$ cat src/rtl/cda_pkg.sv
// Shared types, widths, codes and calendar tables for the calendar date arithmetic block.
// No dependencies; every other file imports this package.
`timescale 1ns / 1ps

package cda_pkg;

   // field widths
   localparam int DAY_W       = 5;
   localparam int MONTH_W     = 4;
   localparam int YEAR_IN_W   = 14;
   localparam int CNT_W       = 22;
   localparam int STATUS_W    = 2;
   localparam int DOY_W       = 9;   // zero-based day of year, 0..365
   localparam int WORK_W      = 23;  // day of year plus day count, or the year-length sum

   localparam int MAX_YEAR_DEFAULT = 9999;
   localparam int DEFAULT_YEAR     = 1970;

   localparam logic [CNT_W-1:0]  DAYS_MAX  = '1;
   // once the year-length sum passes this, the difference is saturated for sure
   localparam logic [WORK_W-1:0] ACC_LIMIT = WORK_W'(DAYS_MAX) + WORK_W'(366);

   // y / 100 == (y * DIV100_MUL) >> DIV100_SHIFT, exact for y below 91180
   localparam int DIV100_MUL   = 83887;
   localparam int DIV100_MUL_W = 17;
   localparam int DIV100_SHIFT = 23;

   // result status codes
   localparam logic [STATUS_W-1:0] ST_OK    = 2'd0;
   localparam logic [STATUS_W-1:0] ST_ORDER = 2'd1;
   localparam logic [STATUS_W-1:0] ST_OVF   = 2'd2;

   // datapath operations
   localparam int OP_W = 4;
   localparam logic [OP_W-1:0] OP_NONE       = 4'd0;
   localparam logic [OP_W-1:0] OP_LOAD       = 4'd1;
   localparam logic [OP_W-1:0] OP_DIV_Q      = 4'd2;
   localparam logic [OP_W-1:0] OP_DIV_R      = 4'd3;
   localparam logic [OP_W-1:0] OP_DOY_SECOND = 4'd4;
   localparam logic [OP_W-1:0] OP_DOY_FIRST  = 4'd5;
   localparam logic [OP_W-1:0] OP_YEAR_ADD   = 4'd6;
   localparam logic [OP_W-1:0] OP_YEAR_DIFF  = 4'd7;
   localparam logic [OP_W-1:0] OP_MONTH      = 4'd8;
   localparam logic [OP_W-1:0] OP_OUT_DATE   = 4'd9;
   localparam logic [OP_W-1:0] OP_OUT_OVF    = 4'd10;
   localparam logic [OP_W-1:0] OP_OUT_DIFF   = 4'd11;
   localparam logic [OP_W-1:0] OP_OUT_ORDER  = 4'd12;

   typedef struct packed {
      logic [OP_W-1:0] op;
   } cmd_type;

   typedef struct packed {
      logic action;       // latched action of the transaction
      logic order_err;    // second year below first year
      logic year_match;   // walking year reached the second year
      logic year_fits;    // remaining days cover the whole walking year
      logic year_at_max;  // walking year is the last allowed year
      logic month_more;   // remaining days cover the walking month
   } stat_type;

   function automatic logic [DAY_W-1:0] month_days(input logic [MONTH_W-1:0] m,
                                                   input logic leap);
      logic [DAY_W-1:0] n;
      case (m)
         4'd2:                      n = leap ? 5'd29 : 5'd28;
         4'd4, 4'd6, 4'd9, 4'd11:   n = 5'd30;
         default:                   n = 5'd31;
      endcase
      return n;
   endfunction

   function automatic logic [DOY_W-1:0] days_before(input logic [MONTH_W-1:0] m,
                                                    input logic leap);
      logic [DOY_W-1:0] n;
      case (m)
         4'd2:    n = 9'd31;
         4'd3:    n = 9'd59;
         4'd4:    n = 9'd90;
         4'd5:    n = 9'd120;
         4'd6:    n = 9'd151;
         4'd7:    n = 9'd181;
         4'd8:    n = 9'd212;
         4'd9:    n = 9'd243;
         4'd10:   n = 9'd273;
         4'd11:   n = 9'd304;
         4'd12:   n = 9'd334;
         default: n = 9'd0;
      endcase
      if (leap && (m > 4'd2)) begin
         n = n + 9'd1;
      end
      return n;
   endfunction

   function automatic logic [MONTH_W-1:0] norm_month(input logic [MONTH_W-1:0] m);
      logic [MONTH_W-1:0] n;
      n = m;
      if (m == '0) begin
         n = 4'd1;
      end else if (m > 4'd12) begin
         n = 4'd12;
      end
      return n;
   endfunction

endpackage

$ cat src/rtl/cda_ctrl.sv
// Sequencer for the calendar date arithmetic block: walks the datapath through
// normalization, the year walk and the month walk. Depends on cda_pkg.
`timescale 1ns / 1ps

module cda_ctrl (
   input  logic              clock,
   input  logic              reset,
   input  logic              start,
   output logic              busy,
   input  cda_pkg::stat_type stat,
   output cda_pkg::cmd_type  cmd
);
   import cda_pkg::*;

   localparam logic [2:0] S_IDLE  = 3'd0;
   localparam logic [2:0] S_DIVQ  = 3'd1;
   localparam logic [2:0] S_DIVR  = 3'd2;
   localparam logic [2:0] S_DOY   = 3'd3;
   localparam logic [2:0] S_DIFF  = 3'd4;
   localparam logic [2:0] S_YEAR  = 3'd5;
   localparam logic [2:0] S_MONTH = 3'd6;

   logic [2:0] state_ff, state_in;
   logic       pass1_ff, pass1_in;

   assign busy = (state_ff != S_IDLE);

   always_comb begin
      state_in = state_ff;
      pass1_in = pass1_ff;
      cmd.op   = OP_NONE;
      case (state_ff)
         S_IDLE: begin
            if (start) begin
               cmd.op   = OP_LOAD;
               pass1_in = 1'b1;
               state_in = S_DIVQ;
            end
         end
         S_DIVQ: begin
            cmd.op   = OP_DIV_Q;
            state_in = S_DIVR;
         end
         S_DIVR: begin
            cmd.op   = OP_DIV_R;
            state_in = S_DOY;
         end
         S_DOY: begin
            // difference: second date goes first, then the walk starts at the first year
            if (pass1_ff && stat.action) begin
               cmd.op   = OP_DOY_SECOND;
               pass1_in = 1'b0;
               state_in = S_DIVQ;
            end else begin
               cmd.op   = OP_DOY_FIRST;
               state_in = stat.action ? S_DIFF : S_YEAR;
            end
         end
         S_DIFF: begin
            if (stat.order_err) begin
               cmd.op   = OP_OUT_ORDER;
               state_in = S_IDLE;
            end else if (stat.year_match) begin
               cmd.op   = OP_OUT_DIFF;
               state_in = S_IDLE;
            end else begin
               cmd.op = OP_YEAR_DIFF;
            end
         end
         S_YEAR: begin
            if (!stat.year_fits) begin
               state_in = S_MONTH;
            end else if (stat.year_at_max) begin
               cmd.op   = OP_OUT_OVF;
               state_in = S_IDLE;
            end else begin
               cmd.op = OP_YEAR_ADD;
            end
         end
         S_MONTH: begin
            if (stat.month_more) begin
               cmd.op = OP_MONTH;
            end else begin
               cmd.op   = OP_OUT_DATE;
               state_in = S_IDLE;
            end
         end
         default: begin
            state_in = S_IDLE;
         end
      endcase
   end

   always_ff @(posedge clock) begin
      if (reset) begin
         state_ff <= S_IDLE;
         pass1_ff <= 1'b0;
      end else begin
         state_ff <= state_in;
         pass1_ff <= pass1_in;
      end
   end

endmodule

$ cat src/rtl/cda_datapath.sv
// Datapath for the calendar date arithmetic block: date registers, the year/100 split,
// the day-of-year tables, the working day counter and the result registers. Depends on cda_pkg.
`timescale 1ns / 1ps

module cda_datapath #(
   parameter int MAX_YEAR = cda_pkg::MAX_YEAR_DEFAULT
) (
   input  logic                            clock,
   input  logic                            reset,
   input  cda_pkg::cmd_type                cmd,
   output cda_pkg::stat_type               stat,
   input  logic                            req_action,
   input  logic [cda_pkg::DAY_W-1:0]       req_first_day,
   input  logic [cda_pkg::MONTH_W-1:0]     req_first_month,
   input  logic [cda_pkg::YEAR_IN_W-1:0]   req_first_year,
   input  logic [cda_pkg::DAY_W-1:0]       req_second_day,
   input  logic [cda_pkg::MONTH_W-1:0]     req_second_month,
   input  logic [cda_pkg::YEAR_IN_W-1:0]   req_second_year,
   input  logic [cda_pkg::CNT_W-1:0]       req_day_count,
   output logic                            rsp_valid,
   output logic [cda_pkg::DAY_W-1:0]       rsp_result_day,
   output logic [cda_pkg::MONTH_W-1:0]     rsp_result_month,
   output logic [cda_pkg::YEAR_IN_W-1:0]   rsp_result_year,
   output logic [cda_pkg::CNT_W-1:0]       rsp_result_days,
   output logic [cda_pkg::STATUS_W-1:0]    rsp_status
);
   import cda_pkg::*;

   localparam int YW = $clog2(MAX_YEAR + 1);
   localparam int CW = (YW > YEAR_IN_W) ? YW : YEAR_IN_W;
   localparam int PW = YW + DIV100_MUL_W;

   function automatic logic [YW-1:0] norm_year(input logic [YEAR_IN_W-1:0] y);
      logic [CW-1:0] t;
      t = CW'(y);
      if (t == '0) begin
         t = CW'(DEFAULT_YEAR);
      end
      if (t > CW'(MAX_YEAR)) begin
         t = CW'(MAX_YEAR);
      end
      return YW'(t);
   endfunction

   // operands
   logic                 act_ff;
   logic [DAY_W-1:0]     d0_ff, d1_ff;
   logic [MONTH_W-1:0]   m0_ff, m1_ff;
   logic [YW-1:0]        y0_ff, y1_ff;
   logic [CNT_W-1:0]     cnt_ff;
   logic [DOY_W-1:0]     doy0_ff, doy1_ff;
   // walking year with its quotient and remainder by 100
   logic [YW-1:0]        yw_ff;
   logic [YW-1:0]        qw_ff;
   logic [6:0]           rw_ff;
   logic [MONTH_W-1:0]   mw_ff;
   logic [WORK_W-1:0]    work_ff;
   // results
   logic                 valid_ff, valid_in;
   logic [DAY_W-1:0]     rday_ff;
   logic [MONTH_W-1:0]   rmonth_ff;
   logic [YEAR_IN_W-1:0] ryear_ff;
   logic [CNT_W-1:0]     rdays_ff;
   logic [STATUS_W-1:0]  rstat_ff;

   logic                 leap;
   logic [DOY_W-1:0]     ylen;
   logic [PW-1:0]        div_prod;
   logic [YW-1:0]        hund;
   logic                 sel2;
   logic [DAY_W-1:0]     sel_d, sel_dim, sel_dc;
   logic [MONTH_W-1:0]   sel_m;
   logic [DOY_W-1:0]     doy;
   logic [DAY_W-1:0]     wdim;
   logic [WORK_W-1:0]    acc_sum, acc_next;
   logic [WORK_W-1:0]    diff_tmp, diff_val;

   always_comb begin
      // y % 4 == y % 100 % 4; y % 400 == 0 when y % 100 == 0 and (y / 100) % 4 == 0
      leap = (rw_ff[1:0] == 2'b00) && ((rw_ff != 7'd0) || (qw_ff[1:0] == 2'b00));
      ylen = leap ? DOY_W'(366) : DOY_W'(365);

      div_prod = PW'(yw_ff) * PW'(DIV100_MUL);
      hund     = qw_ff * YW'(100);

      sel2    = (cmd.op == OP_DOY_SECOND);
      sel_d   = sel2 ? d1_ff : d0_ff;
      sel_m   = sel2 ? m1_ff : m0_ff;
      sel_dim = month_days(sel_m, leap);
      sel_dc  = (sel_d > sel_dim) ? sel_dim : sel_d;
      doy     = days_before(sel_m, leap) + DOY_W'(sel_dc) - DOY_W'(1);

      wdim = month_days(mw_ff, leap);

      acc_sum  = work_ff + WORK_W'(ylen);
      acc_next = (acc_sum > ACC_LIMIT) ? ACC_LIMIT : acc_sum;

      diff_tmp = work_ff + WORK_W'(doy1_ff);
      diff_val = diff_tmp - WORK_W'(doy0_ff);

      stat.action      = act_ff;
      stat.order_err   = (y1_ff < y0_ff);
      stat.year_match  = (yw_ff == y1_ff);
      stat.year_fits   = (work_ff >= WORK_W'(ylen));
      stat.year_at_max = (yw_ff == YW'(MAX_YEAR));
      stat.month_more  = (mw_ff < 4'd12) && (work_ff >= WORK_W'(wdim));

      valid_in = (cmd.op == OP_OUT_DATE) || (cmd.op == OP_OUT_OVF) ||
                 (cmd.op == OP_OUT_DIFF) || (cmd.op == OP_OUT_ORDER);
   end

   always_ff @(posedge clock) begin
      if (reset) begin
         valid_ff <= 1'b0;
      end else begin
         valid_ff <= valid_in;
      end
   end

   always_ff @(posedge clock) begin
      case (cmd.op)
         OP_LOAD: begin
            act_ff <= req_action;
            d0_ff  <= (req_first_day == '0) ? DAY_W'(1) : req_first_day;
            d1_ff  <= (req_second_day == '0) ? DAY_W'(1) : req_second_day;
            m0_ff  <= norm_month(req_first_month);
            m1_ff  <= norm_month(req_second_month);
            y0_ff  <= norm_year(req_first_year);
            y1_ff  <= norm_year(req_second_year);
            cnt_ff <= req_day_count;
            yw_ff  <= req_action ? norm_year(req_second_year) : norm_year(req_first_year);
         end
         OP_DIV_Q: begin
            qw_ff <= YW'(div_prod >> DIV100_SHIFT);
         end
         OP_DIV_R: begin
            rw_ff <= 7'(yw_ff - hund);
         end
         OP_DOY_SECOND: begin
            doy1_ff <= doy;
            yw_ff   <= y0_ff;
         end
         OP_DOY_FIRST: begin
            doy0_ff <= doy;
            mw_ff   <= MONTH_W'(1);
            work_ff <= act_ff ? '0 : (WORK_W'(doy) + WORK_W'(cnt_ff));
         end
         OP_YEAR_ADD, OP_YEAR_DIFF: begin
            work_ff <= (cmd.op == OP_YEAR_ADD) ? (work_ff - WORK_W'(ylen)) : acc_next;
            yw_ff   <= yw_ff + YW'(1);
            if (rw_ff == 7'd99) begin
               rw_ff <= 7'd0;
               qw_ff <= qw_ff + YW'(1);
            end else begin
               rw_ff <= rw_ff + 7'd1;
            end
         end
         OP_MONTH: begin
            work_ff <= work_ff - WORK_W'(wdim);
            mw_ff   <= mw_ff + MONTH_W'(1);
         end
         OP_OUT_DATE: begin
            rday_ff   <= DAY_W'(work_ff) + DAY_W'(1);
            rmonth_ff <= mw_ff;
            ryear_ff  <= YEAR_IN_W'(yw_ff);
            rdays_ff  <= '0;
            rstat_ff  <= ST_OK;
         end
         OP_OUT_OVF: begin
            rday_ff   <= DAY_W'(31);
            rmonth_ff <= MONTH_W'(12);
            ryear_ff  <= YEAR_IN_W'(MAX_YEAR);
            rdays_ff  <= '0;
            rstat_ff  <= ST_OVF;
         end
         OP_OUT_DIFF: begin
            rday_ff   <= '0;
            rmonth_ff <= '0;
            ryear_ff  <= '0;
            // same year with the second day earlier in it
            if (diff_tmp < WORK_W'(doy0_ff)) begin
               rdays_ff <= '0;
               rstat_ff <= ST_ORDER;
            end else begin
               rdays_ff <= (diff_val > WORK_W'(DAYS_MAX)) ? DAYS_MAX : CNT_W'(diff_val);
               rstat_ff <= ST_OK;
            end
         end
         OP_OUT_ORDER: begin
            rday_ff   <= '0;
            rmonth_ff <= '0;
            ryear_ff  <= '0;
            rdays_ff  <= '0;
            rstat_ff  <= ST_ORDER;
         end
         default: begin
         end
      endcase
   end

   assign rsp_valid        = valid_ff;
   assign rsp_result_day   = rday_ff;
   assign rsp_result_month = rmonth_ff;
   assign rsp_result_year  = ryear_ff;
   assign rsp_result_days  = rdays_ff;
   assign rsp_status       = rstat_ff;

endmodule

$ cat src/rtl/calendar_date_arithmetic.sv
// Top level of the calendar date arithmetic block: sequencer plus datapath.
// Depends on cda_pkg, cda_ctrl and cda_datapath.
//
// Gregorian date arithmetic, one transaction at a time. A transaction is taken
// when start is high and busy is low; its single result appears for exactly one
// cycle with rsp_valid high, and the receiver must take it then. Action 0 adds
// req_day_count days to the first date, action 1 gives the days from the first
// date to the second. The sequencer walks one year per cycle and then one month
// per cycle. An add crosses whole years (at most MAX_YEAR - 1, since the walk
// stops with the overflow status instead of passing MAX_YEAR) while the
// remaining days cover the walking year, then months of the last year (at most
// 11). A difference walks from the first year up to the second, and ends with
// the order status without a walk when the second year is earlier. busy drops
// in the cycle the result is shown, so the next transaction can start then.
`timescale 1ns / 1ps

module calendar_date_arithmetic #(
   parameter int MAX_YEAR = cda_pkg::MAX_YEAR_DEFAULT
) (
   input  logic                            clock,
   input  logic                            reset,
   input  logic                            start,
   output logic                            busy,
   input  logic                            req_action,
   input  logic [cda_pkg::DAY_W-1:0]       req_first_day,
   input  logic [cda_pkg::MONTH_W-1:0]     req_first_month,
   input  logic [cda_pkg::YEAR_IN_W-1:0]   req_first_year,
   input  logic [cda_pkg::DAY_W-1:0]       req_second_day,
   input  logic [cda_pkg::MONTH_W-1:0]     req_second_month,
   input  logic [cda_pkg::YEAR_IN_W-1:0]   req_second_year,
   input  logic [cda_pkg::CNT_W-1:0]       req_day_count,
   output logic                            rsp_valid,
   output logic [cda_pkg::DAY_W-1:0]       rsp_result_day,
   output logic [cda_pkg::MONTH_W-1:0]     rsp_result_month,
   output logic [cda_pkg::YEAR_IN_W-1:0]   rsp_result_year,
   output logic [cda_pkg::CNT_W-1:0]       rsp_result_days,
   output logic [cda_pkg::STATUS_W-1:0]    rsp_status
);
   import cda_pkg::*;

   cmd_type  cmd;
   stat_type stat;

   cda_ctrl u_ctrl (
      .clock (clock),
      .reset (reset),
      .start (start),
      .busy  (busy),
      .stat  (stat),
      .cmd   (cmd)
   );

   cda_datapath #(
      .MAX_YEAR (MAX_YEAR)
   ) u_datapath (
      .clock            (clock),
      .reset            (reset),
      .cmd              (cmd),
      .stat             (stat),
      .req_action       (req_action),
      .req_first_day    (req_first_day),
      .req_first_month  (req_first_month),
      .req_first_year   (req_first_year),
      .req_second_day   (req_second_day),
      .req_second_month (req_second_month),
      .req_second_year  (req_second_year),
      .req_day_count    (req_day_count),
      .rsp_valid        (rsp_valid),
      .rsp_result_day   (rsp_result_day),
      .rsp_result_month (rsp_result_month),
      .rsp_result_year  (rsp_result_year),
      .rsp_result_days  (rsp_result_days),
      .rsp_status       (rsp_status)
   );

endmodule
$ cat config.mk
export PLATFORM = sky130hd
export DESIGN_NAME = calendar_date_arithmetic
export DESIGN_NICKNAME = d
export VERILOG_FILES = /design/src/rtl/cda_pkg.sv /design/src/rtl/cda_ctrl.sv /design/src/rtl/cda_datapath.sv /design/src/rtl/calendar_date_arithmetic.sv
export SDC_FILE = /design/constraint.sdc
export NUM_CORES = 1
export LEC_CHECK = 0
export BUFFER_PORTS_ARGS = -buffer_cell sky130_fd_sc_hd__buf_4
export CORE_AREA = 2 2 170 172
export DETAILED_ROUTE_END_ITERATION = 8
export DIE_AREA = 0 0 172 174
export GPL_ROUTABILITY_DRIVEN = 0
export PLACE_DENSITY = 0.86
export SLEW_MARGIN = 20
export SYNTH_ARGS = -nofsm -noshare
export SYNTH_HDL_FRONTEND = slang
export SYNTH_HIERARCHICAL = 1
export SYNTH_SLANG_ARGS = --single-unit
$ cat constraint.sdc
create_clock -name clock -period 12.7 [get_ports clock]
set_input_delay 1.905 -clock clock [delete_from_list [all_inputs] [get_ports clock]]
set_output_delay 1.905 -clock clock [all_outputs]
set_load 0.02 [all_outputs]
# Yosys cells after proc, flatten, opt, wreduce, memory -nomap -nowiden
# Memory sizes are Yosys's and may differ from the RTL's.
# Cells that the tools add are included.
# word_totals
elab_cells	186
n_memories	1
out_inout_bits	49
latchBits	0
ram_bits	0
mem_bits_ro	144
register_bits	201
# op_classes
n_mux	55
shifts	0
reduce_logical	38
n_addsub	15
mul	2
div_mod_pow	0
n_lt_le_gt_ge	13
bitwise_logic	0
eq_ne	37
# mem_list
name	words	word_bits	rd	rd_clocked_by_memory_dff	write_ports	line_no	text
(no name shown)	16	9	1	0	0	cda_pkg.sv:76	case (m)
# ops
op	count
14-bit 2-to-1 mux	8
14-bit case mux with 3 select lines	2
23-bit 2-to-1 mux	3
23-bit case mux with 3 select lines	1
23-bit by 9-bit adder with 23-bit output	2
23-bit by 9-bit subtractor with 23-bit output	2
22-bit 2-to-1 mux	2
22-bit case mux with 2 select lines	1
4-bit == test (second input constant)	9
4-bit by 3-bit == test with 1-bit output (second input constant)	8
14-bit by 17-bit multiplier with 31-bit output (second input constant)	1
14-bit by 1-bit adder with 14-bit output (second input constant)	2
14-bit greater-than comparator (second input constant)	2
14-bit logical NOT	2
4-bit 2-to-1 mux	7
14-bit case mux with 2 select lines	1
4-bit case mux with 7 select lines	1
9-bit by 22-bit adder with 23-bit output	1
23-bit by 5-bit greater-or-equal comparator with 1-bit output	1
23-bit by 9-bit greater-or-equal comparator with 1-bit output	1
23-bit by 22-bit greater-than comparator with 1-bit output (second input constant)	1
23-bit greater-than comparator (second input constant)	1
23-bit by 9-bit less-than comparator with 1-bit output	1
23-bit by 5-bit subtractor with 23-bit output	1
54 further kinds	99

# Depth between registers and ports, before layout
# logic_depth
depth_word	21
mapped_depth	51
mapped_depth_nobuf	50

# Cells and area by module
# Netlist, hierarchy kept.
# by_module_without_submodules
module	cells_per_inst	area_each_um2	instances
cda_datapath	1710	17098.9	1
cda_ctrl	46	351.6	1

# Worst setup path before layout
# OpenSTA, ideal clock, no wires.
# synth_path
path_kind	reg2reg
start	register u_datapath.rw_ff[3]
end	register u_datapath.work_ff[21] (data pin)
setup_slack_ps	3180
stages_incl_launch_ff	47
setup_time_ps	261
arrival_ps	9259
period_less_slack_ps	9520
cell_sequence	edfxtp_1 clkbuf_1 or3_1 o41a_1 inv_1 ha_1 nor2b_1 o21ai_0 a21oi_1 o21a_1 nor3_1 o311ai_0 nand2_1 o21a_1 o22ai_1 clkbuf_1 nor4b_2 mux2i_1 [11 not listed] inv_1 ha_1 a21o_1 a21oi_1 o21bai_1 a21oi_1 o21bai_1 a21oi_1 xnor2_1 xor2_1 ha_1 nand2_1 o21a_1 a31o_2 nor2_1 nand2_1 xnor2_1 a221o_1
# synth_rtl
element	line_no	text
from (decl)	cda_datapath.sv:55	logic [6:0] rw_ff;
from (signal assigned)	cda_datapath.sv:137	rw_ff <= 7'(yw_ff - hund);
from (signal assigned)	cda_datapath.sv:155	rw_ff <= rw_ff + 7'd1;
to (signal assigned)	cda_datapath.sv:146	work_ff <= act_ff ? '0 : (WORK_W'(doy) + WORK_W'(cnt_ff));
to (signal assigned)	cda_datapath.sv:149	work_ff <= (cmd.op == OP_YEAR_ADD) ? (work_ff - WORK_W'(ylen)) : acc_next;
to (signal assigned)	cda_datapath.sv:159	work_ff <= work_ff - WORK_W'(wdim);
to (decl)	cda_datapath.sv:57	logic [WORK_W-1:0] work_ff;

==> impl_metrics.ini <==
[status]
status = finished, final reports clean

[finish]
layout_commonest_cell = inv_1
stdcell_count = 2223
seq_area_sq_um = 5720
final_design_area_no_fill_sq_um = 19200
area_delta_synth_final_pct = 9.94
drive_above_1_share_pct = 10.9
final_cell_mix = inv_1 (199), ha_1 (192), edfxtp_1 (187), buf_4 (131), nand2_1 (102)
nFillCells = 2061
final_nets = 2181
antenna_cells = 0
multi_input_area_sq_um = 10700

[sta]
hold_violations = 0
skew_ns = 0.0150
fin_crit_ns = 11.50
setup_viol = 0
timing.final.crit_share_pct = 90.5
setup_ws_ns = 1.20
tns_ns = 0
relSlewSlack_pct = 28.9
rsz0062_at_grt = no
max_freq_mhz = 87.0
worstMarginPinSlew_ns = 1.07
maxSlewViolCount = 0
timing.hold.ws_ns = 0.556

[logic_synthesis]
synthArstFlopShare_pct = 0
yosysWarnings = 6
ys_ff_latch = 192
netlist_area_sq_um = 17500
syn_area_per_cell_sq_um = 9.94
syn_inst = 1756
synth_cell_types = 95
yosysSeqAreaShare_pct = 32.8
synth_fp_nets = 2110
synth_edf_count = 187
synth_flop_cell = edfxtp_1

[place]
place_ws_ns = 1.60
dp_cells = 2192
port_buffers = 120
hpwl_mm = 34.2
placed_cell_area_sq_um = 18600

[clock_tree]
cts_hold_buffers = 0
post_cts_buffers = 0
cts_buffers = 17
clock_sinks = 192
clk_latency_ns = 0.45
cts_root_buf = clkbuf_16
cts_resized = 0
htreeDepth = 4
cts_tree = yes
clk_path_buf_depth = 2
clk_pin_slew_ns = 0.08

[global_routing]
grt_max_degree = 71
grt_antenna_before_repair = 0
grt_pass1_vias = 14200
overflow = 0
track_usage_pct = 31.1
grt_pass1_wl_mm = 72.8

[detailed_routing]
finalWirelength_mm = 45.1
drtIter0Drc = 1944
vias = 14200
wl_per_cell_microns = 20.3
drt_pass1_iterations = 7
drc = 0
vias_per_cell = 6.39
antenna_left = 0

[floorplanning]
start_util_pct = 61.8
num_io_pins = 121
fp.dieW_microns = 172
core_sq_um = 28200
die_area_sq_um = 29900
die_y_microns = 174
fp-row-count = 62

[critical_path]
cp-start-kind = flip-flop
path_class = reg -> reg
worst_r2r_startpoint = u_datapath/rw_ff[2]$_DFFE_PP_
required_ns = 12.90
critPathCaptureType = flip-flop
max_stage_delay_ns = 0.72
slowest_stage = mux2i_1
r2r_cells = 44
cp_data_arrival_time_ns = 11.70
cp-startpoint = u_datapath/rw_ff[2]$_DFFE_PP_
path_max_fanout = 33
r2r_slack_ns = 1.20

[power_and_ir_drop]
p_leak_uw = 0.00799
p_sw_uw = 2440
ir_worst_vdd_mv = 0.527
powerDensity_nw_per_um2 = 275
combPwrFrac_pct = 72.1
p_clk_share_pct = 10.0
pwr-share-seq_pct = 17.9
p_sw_share_pct = 46.2
internal-power_uw = 2840

[min_path]
worstHoldStart = u_ctrl/pass1_ff$_SDFFE_PP0P_
hold_path.class = reg -> reg
hold_depth = 2

[run]
drv_cap = 0
cells by family after synthesis:
family	Yosys count	share of synthesized area, %
muxes	27	1.58
xor gates and xnor gates	142	7.17
DFF	192	32.8
and+or+nand+nor	448	13.2
buffers and inverters	279	6.14
AOI/OAI and AO/OA	386	15.0
adders and majority gates	282	24.1
power groups by stage:
| stage | logic [uW] | clock network (uW) | registers (uW) |
|---|---|---|---|
| final | 3800 | 527 | 947 |
| after global routing | 4320 | 558 | 953 |
| after CTS | 3750 | 531 | 942 |
| after detailed placement | 3700 | 0 | 956 |
| after global placement | 3500 | 0 | 951 |
| after floorplan | 2740 | 0 | 925 |
path summary, 6_finish.rpt:
| check | endpoint |
|---|---|
| worst max-delay path | u_datapath/work_ff[20]$_DFFE_PP_ |
| worst min-delay path | u_ctrl/pass1_ff$_SDFFE_PP0P_ |
| worst max register to register | u_datapath/work_ff[20]$_DFFE_PP_ |
| worst min register to register | u_ctrl/pass1_ff$_SDFFE_PP0P_ |
state kept, by name (all words and copies together) (netlist names), 2 cells and up:
register and cells:
u_datapath/work_ff 23, u_datapath/rsp_result_day 5, u_datapath/rw_ff 7, u_datapath/yw_ff 14, u_datapath/y1_ff 14, u_datapath/rsp_result_days 22, u_datapath/doy0_ff 9, u_datapath/m1_ff 4
u_datapath/rsp_status 2, u_datapath/doy1_ff 9, u_datapath/rsp_result_month 4, u_datapath/y0_ff 14, u_datapath/d1_ff 5, u_datapath/cnt_ff 22, u_datapath/m0_ff 4, u_datapath/qw_ff 5
u_datapath/mw_ff 4, u_datapath/rsp_result_year 14, u_datapath/d0_ff 5, u_ctrl/state_ff 3
stage by stage:
step / utilization, % / power, uW
3_3_place_gp: 65.9 / 4450
6_report: 67.9 / 5280
3_5_place_dp: 66.0 / 4660
5_1_grt: 67.9 / 5830
2_1_floorplan: - / 3670
4_1_cts: 67.9 / 5230
critical path, delay by kind of cell (launching register included):
family                     cells  cell delay (ns)
AOI/OAI and AO/OA             20             4.58
adders and majority gates      6             1.48
xor gates and xnor gates       3             0.68
and+or+nand+nor               10             2.14
muxes                          1             0.72
buffers and inverters          4             1.11
DFF                            1             0.49
routing by layer:
metal  GRT usage, %  part of all wire [%]  wire [microns]  vias to the layer above
met5              0                     0               0                        -
met2           49.6                    47           21200                      822
met4           12.1                   4.1            1850                        0
met1           41.5                    40           17900                     6786
li1               -                     -               -                     6420
met3           6.63                   9.4            4220                      173
synth_stat cells (5+ instances only):
master / instances / area share, %
a211oi_1: 12 / 0.52
a21boi_0: 5 / 0.22
a21o_1: 22 / 0.95
a21oi_1: 78 / 2.2
a221o_1: 11 / 0.63
a22o_1: 7 / 0.35
a22oi_1: 13 / 0.56
a31o_2: 5 / 0.25
a31oi_1: 15 / 0.54
and2_1: 14 / 0.50
and3_1: 13 / 0.47
buf_2: 8 / 0.23
clkbuf_1: 64 / 1.4
dfxtp_1: 5 / 0.57
edfxtp_1: 187 / 32
fa_1: 90 / 10
ha_1: 192 / 14
inv_1: 199 / 4.3
mux2i_1: 23 / 1.3
nand2_1: 102 / 2.2
nand2b_1: 25 / 0.90
nand3_1: 44 / 1.3
nand3b_1: 5 / 0.22
nand4_1: 18 / 0.65
nor2_1: 102 / 2.2
nor2b_1: 20 / 0.72
nor3_1: 31 / 0.89
nor4_1: 18 / 0.65
o211ai_1: 11 / 0.47
o21a_1: 24 / 1.0
o21ai_0: 88 / 2.5
o21bai_1: 6 / 0.26
o221ai_1: 12 / 0.60
o22ai_1: 13 / 0.47
o31a_1: 6 / 0.30
o31ai_1: 7 / 0.30
or2_2: 5 / 0.18
or3_1: 19 / 0.68
xnor2_1: 97 / 4.9
xor2_1: 44 / 2.2
cell type report:
cell class	instances	area share (%)
Clock inverter	13	0.691
Timing Repair Buffer	131	5.13
Tap cell	384	2.50
Clock buffer	18	2.24
Sequential cell	192	29.8
Multi-Input combinational cell	1285	55.7
Inverter	200	3.91
Note: power is estimated with default switching activity, not from simulation.
